==> config.mk <==
export PLATFORM = sky130hd
export DESIGN_NAME = escaped_message_framer
export DESIGN_NICKNAME = d
export VERILOG_FILES = /design/src/emf_pkg.sv /design/src/emf_front.sv /design/src/emf_queue.sv /design/src/emf_back.sv /design/src/escaped_message_framer.sv
export VERILOG_INCLUDE_DIRS = /design/src /design/src/src
export SDC_FILE = /design/constraint.sdc
export NUM_CORES = 1
export LEC_CHECK = 0
export BUFFER_PORTS_ARGS = -buffer_cell sky130_fd_sc_hd__clkbuf_2
export CAP_MARGIN = 20
export CORE_ASPECT_RATIO = 1.5
export CORE_MARGIN = 4
export CORE_UTILIZATION = 40
export CTS_CLUSTER_DIAMETER = 30
export DETAILED_ROUTE_END_ITERATION = 12
export PLACE_DENSITY = 0.66
export SLEW_MARGIN = 20
export SYNTH_ARGS = -nofsm -noshare
export SYNTH_HDL_FRONTEND = slang
export SYNTH_SLANG_ARGS = --single-unit
==> constraint.sdc <==
create_clock -name clk -period 4 [get_ports clk]
set_clock_uncertainty 0.2 [all_clocks]
set_input_delay 0.4 -clock clk [delete_from_list [all_inputs] [get_ports clk]]
set_output_delay 0.4 -clock clk [all_outputs]
set_load 0.05 [all_outputs]
==> src/escaped_message_framer_defines.svh <==
// ----------------------------------------------------------------------------
// escaped message framer assertion macros
// shared property wrappers, clocked on clk and disabled during rst
// ----------------------------------------------------------------------------
`ifndef ESCAPED_MESSAGE_FRAMER_DEFINES_SVH
`define ESCAPED_MESSAGE_FRAMER_DEFINES_SVH

// same-cycle implication
`define EMF_ASSERT_NOW(label, ante, cons, msg) \
  label: assert property (@(posedge clk) disable iff (rst) (ante) |-> (cons)) \
    else $error(msg);

// next-cycle implication
`define EMF_ASSERT_NEXT(label, ante, cons, msg) \
  label: assert property (@(posedge clk) disable iff (rst) (ante) |=> (cons)) \
    else $error(msg);

`endif

==> src/emf_pkg.sv <==
`timescale 1ns / 1ps
// ----------------------------------------------------------------------------
// emf_pkg
// shared constants and types of the escaped message framer
// ----------------------------------------------------------------------------
package emf_pkg;

  localparam logic [7:0] ESC_BYTE       = 8'd27;
  localparam logic [7:0] KIND_PULSE     = 8'd1;
  localparam logic [7:0] KIND_HEARTBEAT = 8'd2;

  localparam int QUEUE_DEPTH = 2;

  localparam logic [2:0] SLOT_ESC   = 3'd0;
  localparam logic [2:0] SLOT_KIND  = 3'd1;
  localparam logic [2:0] SLOT_BYTE3 = 3'd2;
  localparam logic [2:0] SLOT_BYTE2 = 3'd3;
  localparam logic [2:0] SLOT_BYTE1 = 3'd4;
  localparam logic [2:0] SLOT_BYTE0 = 3'd5;

  typedef struct packed {
    logic [7:0]  kind_code;
    logic [31:0] payload;
    logic [3:0]  esc;
  } frame_entry_t;

  typedef struct packed {
    logic empty;
    logic full;
  } queue_status_t;

endpackage

==> src/emf_front.sv <==
`timescale 1ns / 1ps
// ----------------------------------------------------------------------------
// emf_front
// accepts a message, picks its kind code and flags payload bytes to escape
// ----------------------------------------------------------------------------
module emf_front
  import emf_pkg::*;
(
  input  logic          start,
  input  logic          msg_kind,
  input  logic [31:0]   payload,
  input  queue_status_t q_status,
  output logic          busy,
  output logic          push,
  output frame_entry_t  entry
);

  assign busy = q_status.full;
  assign push = start && !q_status.full;

  always_comb begin
    entry.kind_code = msg_kind ? KIND_HEARTBEAT : KIND_PULSE;
    entry.payload   = payload;
    for (int i = 0; i < 4; i++) begin
      entry.esc[i] = (payload[8*i +: 8] == ESC_BYTE);
    end
  end

endmodule

==> src/emf_queue.sv <==
`timescale 1ns / 1ps
// ----------------------------------------------------------------------------
// emf_queue
// small fifo of classified messages between front and back
// ----------------------------------------------------------------------------
`include "escaped_message_framer_defines.svh"

module emf_queue
  import emf_pkg::*;
#(
  parameter int DEPTH = QUEUE_DEPTH
) (
  input  logic          clk,
  input  logic          rst,
  input  logic          push,
  input  frame_entry_t  wr_entry,
  input  logic          pop,
  output frame_entry_t  rd_entry,
  output queue_status_t status
);

  localparam int PTR_W = (DEPTH > 1) ? $clog2(DEPTH) : 1;
  localparam int CNT_W = $clog2(DEPTH + 1);

  frame_entry_t mem [DEPTH];
  logic [PTR_W-1:0] wr_ptr;
  logic [PTR_W-1:0] rd_ptr;
  logic [CNT_W-1:0] count;

  function automatic logic [PTR_W-1:0] ptr_inc(input logic [PTR_W-1:0] p);
    return (p == PTR_W'(DEPTH - 1)) ? '0 : p + PTR_W'(1);
  endfunction

  assign status.empty = (count == '0);
  assign status.full  = (count == CNT_W'(DEPTH));
  assign rd_entry     = mem[rd_ptr];

  always_ff @(posedge clk) begin
    if (push) begin
      mem[wr_ptr] <= wr_entry;
    end
  end

  always_ff @(posedge clk) begin
    if (rst) begin
      wr_ptr <= '0;
      rd_ptr <= '0;
      count  <= '0;
    end else begin
      if (push) begin
        wr_ptr <= ptr_inc(wr_ptr);
      end
      if (pop) begin
        rd_ptr <= ptr_inc(rd_ptr);
      end
      if (push && !pop) begin
        count <= count + CNT_W'(1);
      end else if (pop && !push) begin
        count <= count - CNT_W'(1);
      end
    end
  end

  `EMF_ASSERT_NOW(a_no_pop_empty, pop, count != '0, "pop from empty queue")
  `EMF_ASSERT_NOW(a_no_push_full, push, count != CNT_W'(DEPTH), "push into full queue")
  `EMF_ASSERT_NEXT(a_count_step, push && !pop, count == $past(count) + CNT_W'(1), "count lost a push")

endmodule

==> src/emf_back.sv <==
`timescale 1ns / 1ps
// ----------------------------------------------------------------------------
// emf_back
// serializes one queued message into its escaped byte frame, a beat a cycle
// ----------------------------------------------------------------------------
`include "escaped_message_framer_defines.svh"

module emf_back
  import emf_pkg::*;
(
  input  logic          clk,
  input  logic          rst,
  input  queue_status_t q_status,
  input  frame_entry_t  q_entry,
  output logic          pop,
  output logic [7:0]    out_byte,
  output logic          last,
  output logic          strobe
);

  frame_entry_t cur;
  logic         active;
  logic [2:0]   slot;
  logic         dup;

  logic [2:0]   slot_next;
  logic         dup_next;
  logic         active_next;
  logic         emit;
  logic [7:0]   byte_next;
  logic         last_next;
  logic [7:0]   data_byte;
  logic         data_esc;
  logic         finishing;

  always_comb begin
    case (slot)
      SLOT_ESC: begin
        data_byte = ESC_BYTE;
        data_esc  = 1'b0;
      end
      SLOT_BYTE3: begin
        data_byte = cur.payload[31:24];
        data_esc  = cur.esc[3];
      end
      SLOT_BYTE2: begin
        data_byte = cur.payload[23:16];
        data_esc  = cur.esc[2];
      end
      SLOT_BYTE1: begin
        data_byte = cur.payload[15:8];
        data_esc  = cur.esc[1];
      end
      SLOT_BYTE0: begin
        data_byte = cur.payload[7:0];
        data_esc  = cur.esc[0];
      end
      default: begin
        data_byte = cur.kind_code;
        data_esc  = 1'b0;
      end
    endcase
  end

  always_comb begin
    slot_next   = slot;
    dup_next    = dup;
    active_next = active;
    emit        = 1'b0;
    byte_next   = data_byte;
    last_next   = 1'b0;
    finishing   = 1'b0;
    if (active) begin
      emit = 1'b1;
      if (data_esc && !dup) begin
        byte_next = ESC_BYTE;
        dup_next  = 1'b1;
      end else begin
        dup_next  = 1'b0;
        slot_next = slot + 3'd1;
        if (slot == SLOT_BYTE0) begin
          last_next   = 1'b1;
          finishing   = 1'b1;
          active_next = 1'b0;
        end
      end
    end
    pop = (!active || finishing) && !q_status.empty;
    if (pop) begin
      active_next = 1'b1;
      dup_next    = 1'b0;
      if (active) begin
        // next frame opens right after this last beat
        slot_next = SLOT_ESC;
      end else begin
        emit      = 1'b1;
        byte_next = ESC_BYTE;
        last_next = 1'b0;
        slot_next = SLOT_KIND;
      end
    end
  end

  always_ff @(posedge clk) begin
    if (pop) begin
      cur <= q_entry;
    end
    if (emit) begin
      out_byte <= byte_next;
    end
    slot <= slot_next;
    dup  <= dup_next;
  end

  always_ff @(posedge clk) begin
    if (rst) begin
      active <= 1'b0;
      strobe <= 1'b0;
      last   <= 1'b0;
    end else begin
      active <= active_next;
      strobe <= emit;
      last   <= last_next;
    end
  end

  `EMF_ASSERT_NOW(a_last_has_strobe, last, strobe, "last without strobe")
  `EMF_ASSERT_NEXT(a_frame_contiguous, strobe && !last, strobe, "gap inside a frame")
  `EMF_ASSERT_NOW(a_frame_opens_esc, strobe && !$past(strobe && !last), out_byte == ESC_BYTE, "frame does not open with escape byte")
  `EMF_ASSERT_NOW(a_active_emits, active, strobe || $past(pop), "active sequencer idle")

endmodule

==> src/escaped_message_framer.sv <==
`timescale 1ns / 1ps
// ----------------------------------------------------------------------------
// escaped_message_framer
// frames a kind and 32-bit value as an escaped byte stream
// ----------------------------------------------------------------------------
// usage:
//   input: drive msg_kind and payload with start high; the message is taken
//   at a rising edge where start is high and busy is low. busy is high while
//   the message queue is full.
//   output: one beat per cycle on out_byte with strobe high; last marks the
//   final byte. a frame is the escape byte 27, the kind code (1 pulse,
//   2 heartbeat), then the payload big-endian, a payload byte of 27 sent
//   twice. six to ten beats per frame.
//   first beat: with the serializer idle, an accepted message passes the
//   queue and the out_byte register before its first beat shows. frames
//   follow one another with no gap while the next message is queued.
//   throughput: the output serializer emits one byte a cycle within a frame;
//   the queue (QUEUE_DEPTH deep) lets messages arrive while one goes out.
//   reset: rst clears the queue and the serializer; no frame is in flight.
//   the receiver cannot stall: every strobed beat is taken in its cycle.
// ----------------------------------------------------------------------------
module escaped_message_framer
  import emf_pkg::*;
#(
  parameter int QDEPTH = QUEUE_DEPTH
) (
  input  logic        clk,
  input  logic        rst,
  input  logic        start,
  output logic        busy,
  input  logic        msg_kind,
  input  logic [31:0] payload,
  output logic [7:0]  out_byte,
  output logic        last,
  output logic        strobe
);

  queue_status_t q_status;
  frame_entry_t  wr_entry;
  frame_entry_t  rd_entry;
  logic          push;
  logic          pop;

  emf_front u_front (
    .start    (start),
    .msg_kind (msg_kind),
    .payload  (payload),
    .q_status (q_status),
    .busy     (busy),
    .push     (push),
    .entry    (wr_entry)
  );

  emf_queue #(
    .DEPTH (QDEPTH)
  ) u_queue (
    .clk      (clk),
    .rst      (rst),
    .push     (push),
    .wr_entry (wr_entry),
    .pop      (pop),
    .rd_entry (rd_entry),
    .status   (q_status)
  );

  emf_back u_back (
    .clk      (clk),
    .rst      (rst),
    .q_status (q_status),
    .q_entry  (rd_entry),
    .pop      (pop),
    .out_byte (out_byte),
    .last     (last),
    .strobe   (strobe)
  );

endmodule
After elaboration in Yosys (flattened, before gate mapping)
Memory sizes are Yosys's and may differ from the RTL's. A register that Yosys moved wholly into a read port is not among the register bits.
Index checks and enable logic that the tools add are counted.

word-level totals
  word-level logic and storage cells = 73
  bits in writable memories = 76
  bits in registers = 27
  output and inout bits = 11
  bits of input ports = 36
  memories = 1

memory list
  memory       depth  width  rd ports  clocked after memory_dff  write ports  line             source
  u_queue.mem  2      38     1         1                         1            emf_queue.sv:25  frame_entry_t mem [DEPTH];

cells by class
  $add $sub $neg = 5
  reductions and logical operators = 17
  eq/ne operators = 10
  muxes and demuxes = 30

operator list
  operator               number
  $pmux W8 S5            1
  $eq A8 B5 Y1 const B   4
  $mux W8                4
  $mux W1                18
  $mux W3                3
  $eq A3 B2 Y1 const B   2
  $eq A3 B3 Y1 const B   2
  $logic_not A1 Y1       6
  $mux W2                3
  $logic_and A1 B1 Y1    5
  $pmux W1 S4            1
  $reduce_bool A2 Y1     2
  $add A3 B1 Y3 const B  1
  $logic_not A3 Y1       1
  $add A1 B1 Y1 const B  2
  $add A2 B1 Y2 const B  1
  $eq A2 B2 Y1 const B   1
  $logic_not A2 Y1       1
  $ne A2 B2 Y1 const B   1
  $reduce_and A2 Y1      1
  $sub A2 B1 Y2 const B  1
  $logic_or A1 B1 Y1     1

Longest topological paths before layout
Gate-level depths: netlist of run 1.

  word-level depth = 10
  depth in mapped cells = 12
  mapped depth without buffers = 10

Modules after synthesis
Synthesis of run 1 repeated with hierarchy kept, for this count alone.

second synthesis, totals
  cell total of the unflattened synthesis = 354
  area, all modules = 6120.9 sq um

by module, submodules not included
  module     cells an instance  area an instance (sq um)  instances  sequential area each (sq um)
  emf_queue  159                3380.7                    1          2742.6
  emf_back   140                2285.9                    1          1731.7
  emf_front  55                 454.2                     1          0.0

Worst setup path after synthesis of run 1
OpenSTA, ideal clock, no wires.

  path type = reg2reg
  start = register u_back.slot[0]
  end = register, netlist name u_back.cur[0]
  setup slack = 950 ps
  setup time = 399 ps
  cell stages (with the launch flop) = 8
  arrival = 2451 ps
  clock period less this slack = 3050 ps
  path buffers = 1
  required time = 3401 ps
  path through = edfxtp_1 -> ha_1 -> ha_1 -> buf_1 -> nand3b_1 -> o311ai_4 -> o21ai_2 -> and2_1

on the way
  cells in the longest elaborated chain, start to end = 7
  elaborated cells on any way between the ends = 11
  classes of those cells = 4 x eq/ne; 4 x mux; 3 x reduce/logical

RTL lines
  item                                        line                            source
  start: declaration                          emf_back.sv:23                  logic [2:0] slot;
  start signal: assignment                    emf_back.sv:111                 slot <= slot_next;
  $eq A3 B3 Y1, or another cell as far along  emf_back.sv:37, emf_back.sv:81
  $pmux W1 S4                                 emf_back.sv:37                  case (slot)
  $logic_and A1 B1 Y1                         emf_back.sv:75                  if (data_esc && !dup) begin
  $mux W1 (*)                                 emf_back.sv:75
  $mux W1 (*)                                 emf_back.sv:73                  if (active) begin
  $logic_or A1 B1 Y1 (*)                      emf_back.sv:88                  pop = (!active || finishing) && !q_status.empty;
  $logic_and A1 B1 Y1 (*)                     emf_back.sv:88
  named net pop                               escaped_message_framer.sv:42    logic pop;

The timed path passes the listed nets; every way through them passes the cells marked *.
A chain may end at the register's enable or synchronous reset.

Worst setup path in the final report of run 1
  start = register u_back.slot[2]
  end = register u_queue.count[1]

on the way
  cells in the longest elaborated chain, start to end = 10
  elaborated cells on any way between the ends = 16
  classes of those cells = 4 x eq/ne; 5 x mux; 7 x reduce/logical

RTL lines
  item                                           line                            source
  $eq A3 B3 Y1, or another cell as far along     emf_back.sv:37, emf_back.sv:81
  $pmux W1 S4                                    emf_back.sv:37
  $logic_and A1 B1 Y1                            emf_back.sv:75
  $mux W1 (*)                                    emf_back.sv:75
  $mux W1 (*)                                    emf_back.sv:73
  $logic_or A1 B1 Y1 (*)                         emf_back.sv:88
  $logic_and A1 B1 Y1 (*)                        emf_back.sv:88
  $logic_not A1 Y1                               emf_queue.sv:56                 if (push && !pop) begin
  $logic_and A1 B1 Y1                            emf_queue.sv:56
  $mux W2 or $reduce_bool A2 Y1 (tied branches)  --
  end signal: assignment                         emf_queue.sv:57                 count <= count + CNT_W'(1);
  end signal: assignment                         emf_queue.sv:59                 count <= count - CNT_W'(1);
  end: declaration                               emf_queue.sv:28                 logic [CNT_W-1:0] count;

Mark *: on every way between the ends. The rest lies on a longest branch, timed or not.

==> impl_metrics.yaml, run 1 <==
power:
  power.density_nw_per_um2: 783
  vdd_drop_max_mv: 0.334
  p_sw_frac: 0.295
  power_mw: 5.02
  power.share.clock: 0.310
  p_int_mw: 3.54
  p_sw_mw: 1.48
  leakagePower_nw: 2.30
  p_seq_frac: 0.447
  p_comb_frac: 0.243
timing:
  final_hold_viol_count: 0
  slew_headroom: 0.631
  min_period_over_period: 0.743
  layout_min_cycle_time_ns: 2.97
  setup_violations: 0
  setup-tns-final_ns: 0
  rsz0062_at_grt: "no"
  drv_slew: 0
  fmax_mhz: 336
  tightest_slew_ns: 0.554
finish:
  post-route-util: 0.515
  drive_gt1_frac: 0.307
  fill_cells: 983
  layout_common_cells: "edfxtp_1 (125), clkbuf_2 (46), mux2_2 (38), dlygate4sd3_1 (30), clkbuf_16 (17)"
  final_common_cell: "edfxtp_1"
  fin_nets: 418
  syn_to_final_growth_pct: 26.0
  antenna_cells: 0
synth:
  synth-seq-cells: 133
  synth_top_flop_cell: "edfxtp_1"
  synth.top_cell.area_share: 0.737
  synthXorXnorAreaFrac: 0.00516
  yosys_warnings: 0
  ys_async_sr_fraction: 0
  synth_fa_ha_area_frac: 0.0147
  synth_area_leader_cell: "edfxtp_1"
  synth_compound_area_frac: 0.0563
  synthSimpleGateAreaFrac: 0.0540
  yosysUniqueCellTypes: 42
  postSynthCellCount: 289
  yosysSeqAreaShare: 0.768
  synth_edf_count: 125
  synth_top_family_by_area: "multiplexers"
  syn_area_per_cell_um2: 17.6
  synthesis.nets: 331
  synth_area_leaders: "edfxtp_1 (74%), mux2_2 (8.4%), dfxtp_1 (3.1%)"
  synthMuxAreaShare: 0.0840
  synth_area_um2: 5090
route:
  via_per_inst: 4.91
  drc_errors: 0
  detail-route-antenna-nets: 0
  vias: 2670
  totalWireLength_um: 8700
  drt-initial-drc-count: 180
  wire_per_inst_um: 16.0
  first_pass_iters: 4
worst_hold_path:
  hold_class: "in2reg"
global_routing:
  grt_pass1_vias: 2874
  grt_antenna_before_repair: 0
  grt_pass1_wl_um: 14200
  grt_use_total: 0.128
  grt_max_degree: 44
  gr-total-overflow: 0
placed_design:
  gp_congestion: 0.846
  io_buffers: 46
  dp_hpwl_um: 5700
clock_tree:
  cts.clk_slew.worst_paths_ns: 0.06
  htreeDepth: 4
  root_buffer: "clkbuf_16"
  numCtsBuffers: 17
  cts.sinks: 133
  insertion_delay_ns: 0.41
  cts_tree: "yes"
  cts_buffer_depth: 2
  cts.repair.resized: 0
floorplanning:
  dieArea_um2: 14600
  io_pins: 47
  die_x_um: 100
  start_util: 0.409
  core-area_um2: 12400
  rows: 50
  chipHeight_um: 146
setup_path:
  critical_path_buf_inv_count: 1
  r2r_slack_ns: 1.03
  cp.required_ns: 4.14
  worst_path_dominant_cell_family: "flip-flops"
  startpoint_type: "flop"
  critPathMostFrequentCell: "ha_1"
  end_kind: "flop"
  cpPeakStageDelay_ns: 0.66
  worst_path_max_delay_cell: "edfxtp_1"
  critical_path_class: "reg2reg"
  cp.arrival_ns: 3.11
  worstPathCellList: "inv_1 -> ha_1 -> nand3b_1 -> o311ai_4 -> o21ai_2 -> nand2_1 -> ha_1 -> or3_1 -> a21oi_1"
  cp_max_fo: 18
outcome:
  status: "finished, final reports clean"
flow_run:
  maxCapViolations: 0
## area by class of cell
cell class	instances	area [um2]	area share
timing repair buffer	80	581	0.0905
sequential	133	3910	0.610
clock inverter	12	161	0.0252
multi-input combinational	135	1100	0.171
clock buffer	19	433	0.0675
tap	156	195	0.0304
inverter	9	33.8	0.00527
## cells in the mapped netlist (all sizes together), types with 4 or more instances
library cell and count:
a21oi 15, a221oi 5, a22oi 4, buf 7, clkbuf 5, dfxtp 8
edfxtp 125, ha 6, inv 9, mux2 38, nand2 8, nand2b 5
nand3 4, nand4b 4, nor2 8, nor4 7
## flip-flops by register name, summed over array words and instances, names as in the netlist
register,flops
u_queue.mem,76
u_back.cur,38
u_back.out_byte,8
u_back.slot,3
u_queue.count,2
u_back.active,1
u_back.dup,1
u_back.last,1
u_back.strobe,1
u_queue.rd_ptr,1
u_queue.wr_ptr,1
## worst register-to-register path, delay by kind of cell (launching register included)
kind / cells / cell delay [ns]
AOI/OAI and AO/OA: 3 / 0.58
adders and majority gates: 2 / 0.65
buffers and inverters: 1 / 0.19
DFF: 1 / 0.66
and+or+nand+nor: 3 / 0.63
## per-layer routing
| layer | track usage | wire length [um] | vias to the layer above |
|---|---|---|---|
| met3 | 0.0363 | 377 | 17 |
| met4 | 0.0708 | 233 | 0 |
| met2 | 0.218 | 4720 | 64 |
| li1 | - | - | 1310 |
| met1 | 0.142 | 3370 | 1279 |
| met5 | 0 | 0 | - |
## timing repair
item / CTS / global route
hold buffers: 30 / 0
endpoints found under the hold margin: 59 / 0
buffers inserted: 0 / 0
## cells by family after synthesis
| kind of cell | after synthesis |
|---|---|
| adders and majority gates | 6 |
| xor gates and xnor gates | 3 |
| and+or+nand+nor | 49 |
| DFF | 133 |
| muxes | 38 |
| buffers and inverters | 21 |
| AOI/OAI and AO/OA | 39 |
## path summary, 6_finish.rpt
path,end,cells past startpoint,startpoint
setup / recovery,u_queue.count[1],9,u_back.slot[2]
hold / removal,u_queue.mem[1][4],1,payload[0]
setup reg to reg,u_queue.count[1],9,u_back.slot[2]
hold reg to reg,u_back.cur[36],1,u_queue.mem[0][36]
## stage by stage
stage | instance area (um2) | hold slack (ns) | setup WS (ns) | cells
2_1_floorplan | 5090 | 0.293 | 0.950 | 289
3_3_place_gp | 5490 | 0.324 | 1.17 | 482
3_5_place_dp | 5490 | 0.334 | 1.04 | 482
4_1_cts | 6390 | 0.0000751 | 1.04 | 543
5_1_grt | 6420 | 0.00109 | 0.790 | 544
6_report | 6420 | 0.0161 | 1.03 | 544
## power groups by stage
stage | registers [mW] | clock network [mW] | logic [mW]
after floorplan | 2.34 | 0 | 0.785
after global placement | 2.28 | 0 | 1.17
after detailed placement | 2.28 | 0 | 1.19
after CTS | 2.25 | 1.58 | 1.22
after global routing | 2.28 | 1.65 | 1.34
final | 2.25 | 1.56 | 1.22
Power figures use the tool's default switching activity.
==> inputs of run 2 (changes only) <==
--- a/config.mk
+++ b/config.mk
@@ -13,7 +13,7 @@
 export CORE_UTILIZATION = 40
 export CTS_CLUSTER_DIAMETER = 30
 export DETAILED_ROUTE_END_ITERATION = 12
-export PLACE_DENSITY = 0.66
+export PLACE_DENSITY = 0.69
 export SLEW_MARGIN = 20
 export SYNTH_ARGS = -nofsm -noshare
 export SYNTH_HDL_FRONTEND = slang
==> constraint.sdc (replaced) <==
create_clock -name clk -period 2.55 [get_ports clk]
set_clock_uncertainty 0.2 [all_clocks]
set_input_delay 0.255 -clock clk [delete_from_list [all_inputs] [get_ports clk]]
set_output_delay 0.255 -clock clk [all_outputs]
set_load 0.05 [all_outputs]
==> run 2 against run 1 <==
Effect of this change: wire length increased by 1.6%; non-clock buffer count increased by 11; largest power group unchanged; combinational power increased by 70%; hold slack improved by 0.055 ns; critical path depth increased by 1; worst setup slack got worse by 0.93 ns; power increased by 62%.
==> impl_metrics.yaml, run 2 (synthesized netlist as in run 1, its figures left out) <==
floorplanning:
  start_util: 0.409
  io_pins: 47
  chipHeight_um: 146
  core-area_um2: 12400
  die_x_um: 100
  dieArea_um2: 14600
  rows: 50
power:
  leakagePower_nw: 2.35
  p_sw_frac: 0.295
  power.share.clock: 0.315
  p_sw_mw: 2.40
  power.density_nw_per_um2: 1240
  power_mw: 8.13
  vdd_drop_max_mv: 0.614
  p_comb_frac: 0.254
  p_int_mw: 5.73
  p_seq_frac: 0.431
clock_tree:
  numCtsBuffers: 17
  htreeDepth: 4
  cts_buffer_depth: 2
  insertion_delay_ns: 0.41
  cts.sinks: 133
  cts_tree: "yes"
  root_buffer: "clkbuf_16"
  cts.clk_slew.worst_paths_ns: 0.06
setup_path:
  startpoint: "u_back.slot[0]"
  end_kind: "flop"
  cp.required_ns: 2.69
  worstPathCellList: "ha_2 -> ha_1 -> nand3b_1 -> o311ai_4 -> o21ai_2 -> nand2_2 -> ha_4 -> xor2_1 -> or3_1 -> a21oi_2"
  cp.arrival_ns: 2.59
  critical_path_class: "reg2reg"
  startpoint_type: "flop"
  cpPeakStageDelay_ns: 0.45
  worst_path_max_delay_cell: "edfxtp_1"
  cp_max_fo: 4
  r2r_start: "u_back.slot[0]"
timing:
  fin_hold_ws_ns: 0.0710
  min_period_over_period: 0.961
  drv_slew: 0
  fmax_mhz: 408
  setup_violations: 0
  final_hold_viol_count: 0
  setup-tns-final_ns: 0
  tightest_slew_ns: 0.568
  rsz0062_at_grt: "no"
  slew_headroom: 0.621
  layout_min_cycle_time_ns: 2.45
placed_design:
  gp_congestion: 0.808
  io_buffers: 46
  dp_hpwl_um: 5810
  dpl_cell_area_um2: 5540
route:
  vias: 2738
  first_pass_iters: 5
  totalWireLength_um: 8840
  via_per_inst: 4.92
  drt-initial-drc-count: 195
  drc_errors: 0
  detail-route-antenna-nets: 0
  wire_per_inst_um: 15.9
finish:
  antenna_cells: 0
  top_regs: "u_queue.mem x76, u_back.cur x38, u_back.out_byte x8"
  fill_cells: 971
  fin_nets: 429
  largest_reg_flops: 76
  drive_gt1_frac: 0.343
  stdcell_area_um2: 6570
  final_common_cell: "edfxtp_1"
  layout_common_cells: "edfxtp_1 (125), clkbuf_2 (46), mux2_2 (38), dlygate4sd3_1 (34), clkbuf_16 (17)"
  syn_to_final_growth_pct: 28.9
  largest_register: "u_queue.mem"
global_routing:
  gr-total-overflow: 0
  grt_pass1_wl_um: 14400
  grt_max_degree: 44
  grt_antenna_before_repair: 0
  grt_pass1_vias: 2883
  grt_use_total: 0.130
worst_hold_path:
  hold_start: "start"
  hold_class: "in2reg"
outcome:
  status: "finished, final reports clean"
flow_run:
  maxCapViolations: 0
[run 2: power groups by stage]
stage          clock [mW]  sequential [mW]  combinational, mW
2_1_floorplan           0             3.67               1.24
3_3_place_gp            0             3.53               1.92
3_5_place_dp            0             3.54               1.98
4_1_cts              2.60             3.50               2.04
5_1_grt              2.70             3.55               2.28
6_report             2.56             3.50               2.07
[run 2: worst paths after layout]
path	endpoint	slack [ns]	depth (start not counted)
max	u_queue.count[1]	0.1	10
min	u_queue.wr_ptr	0.07	4
max reg2reg	u_queue.count[1]	0.1	10
min reg2reg	u_back.cur[3]	0.34	1
[run 2: layout make-up]
type	count	area, um2	area share
Clock inverter	12	176	0.0269
Clock buffer	20	467	0.0711
Multi-Input combinational cell	135	1130	0.172
Timing Repair Buffer	91	653	0.0995
Tap cell	156	195	0.0297
Sequential cell	133	3910	0.596
Inverter	9	33.8	0.00514
[run 2: timing repair]
action / CTS / global route
hold endpoints to repair: 82 / 0
setup buffers: 0 / 2
setup endpoints to repair: 0 / 1
hold buffers: 34 / 0
gates resized for setup: 0 / 4
[run 2: layer usage]
metal,part of all wire,track usage,up-vias
met2,0.53,0.225,61
met1,0.40,0.138,1322
met4,0.035,0.0654,0
li1,-,-,1337
met5,0,0,-
met3,0.034,0.0459,18
[run 2: critical path, delay by kind of cell, from the launching register on]
kind | cells | cell delay [ns]
AOI/OAI and AO/OA | 3 | 0.44
DFF | 1 | 0.45
xor gates and xnor gates | 1 | 0.14
adders and majority gates | 3 | 0.60
and+or+nand+nor | 3 | 0.55
[run 2: stage by stage]
step | std cells | utilization | setup WS (ns)
2_1_floorplan | 289 | - | 0.0105
3_3_place_gp | 488 | 0.445 | 0.188
3_5_place_dp | 488 | 0.445 | 0.0771
4_1_cts | 554 | 0.524 | 0.0377
5_1_grt | 556 | 0.527 | 0.00400
6_report | 556 | 0.527 | 0.0988
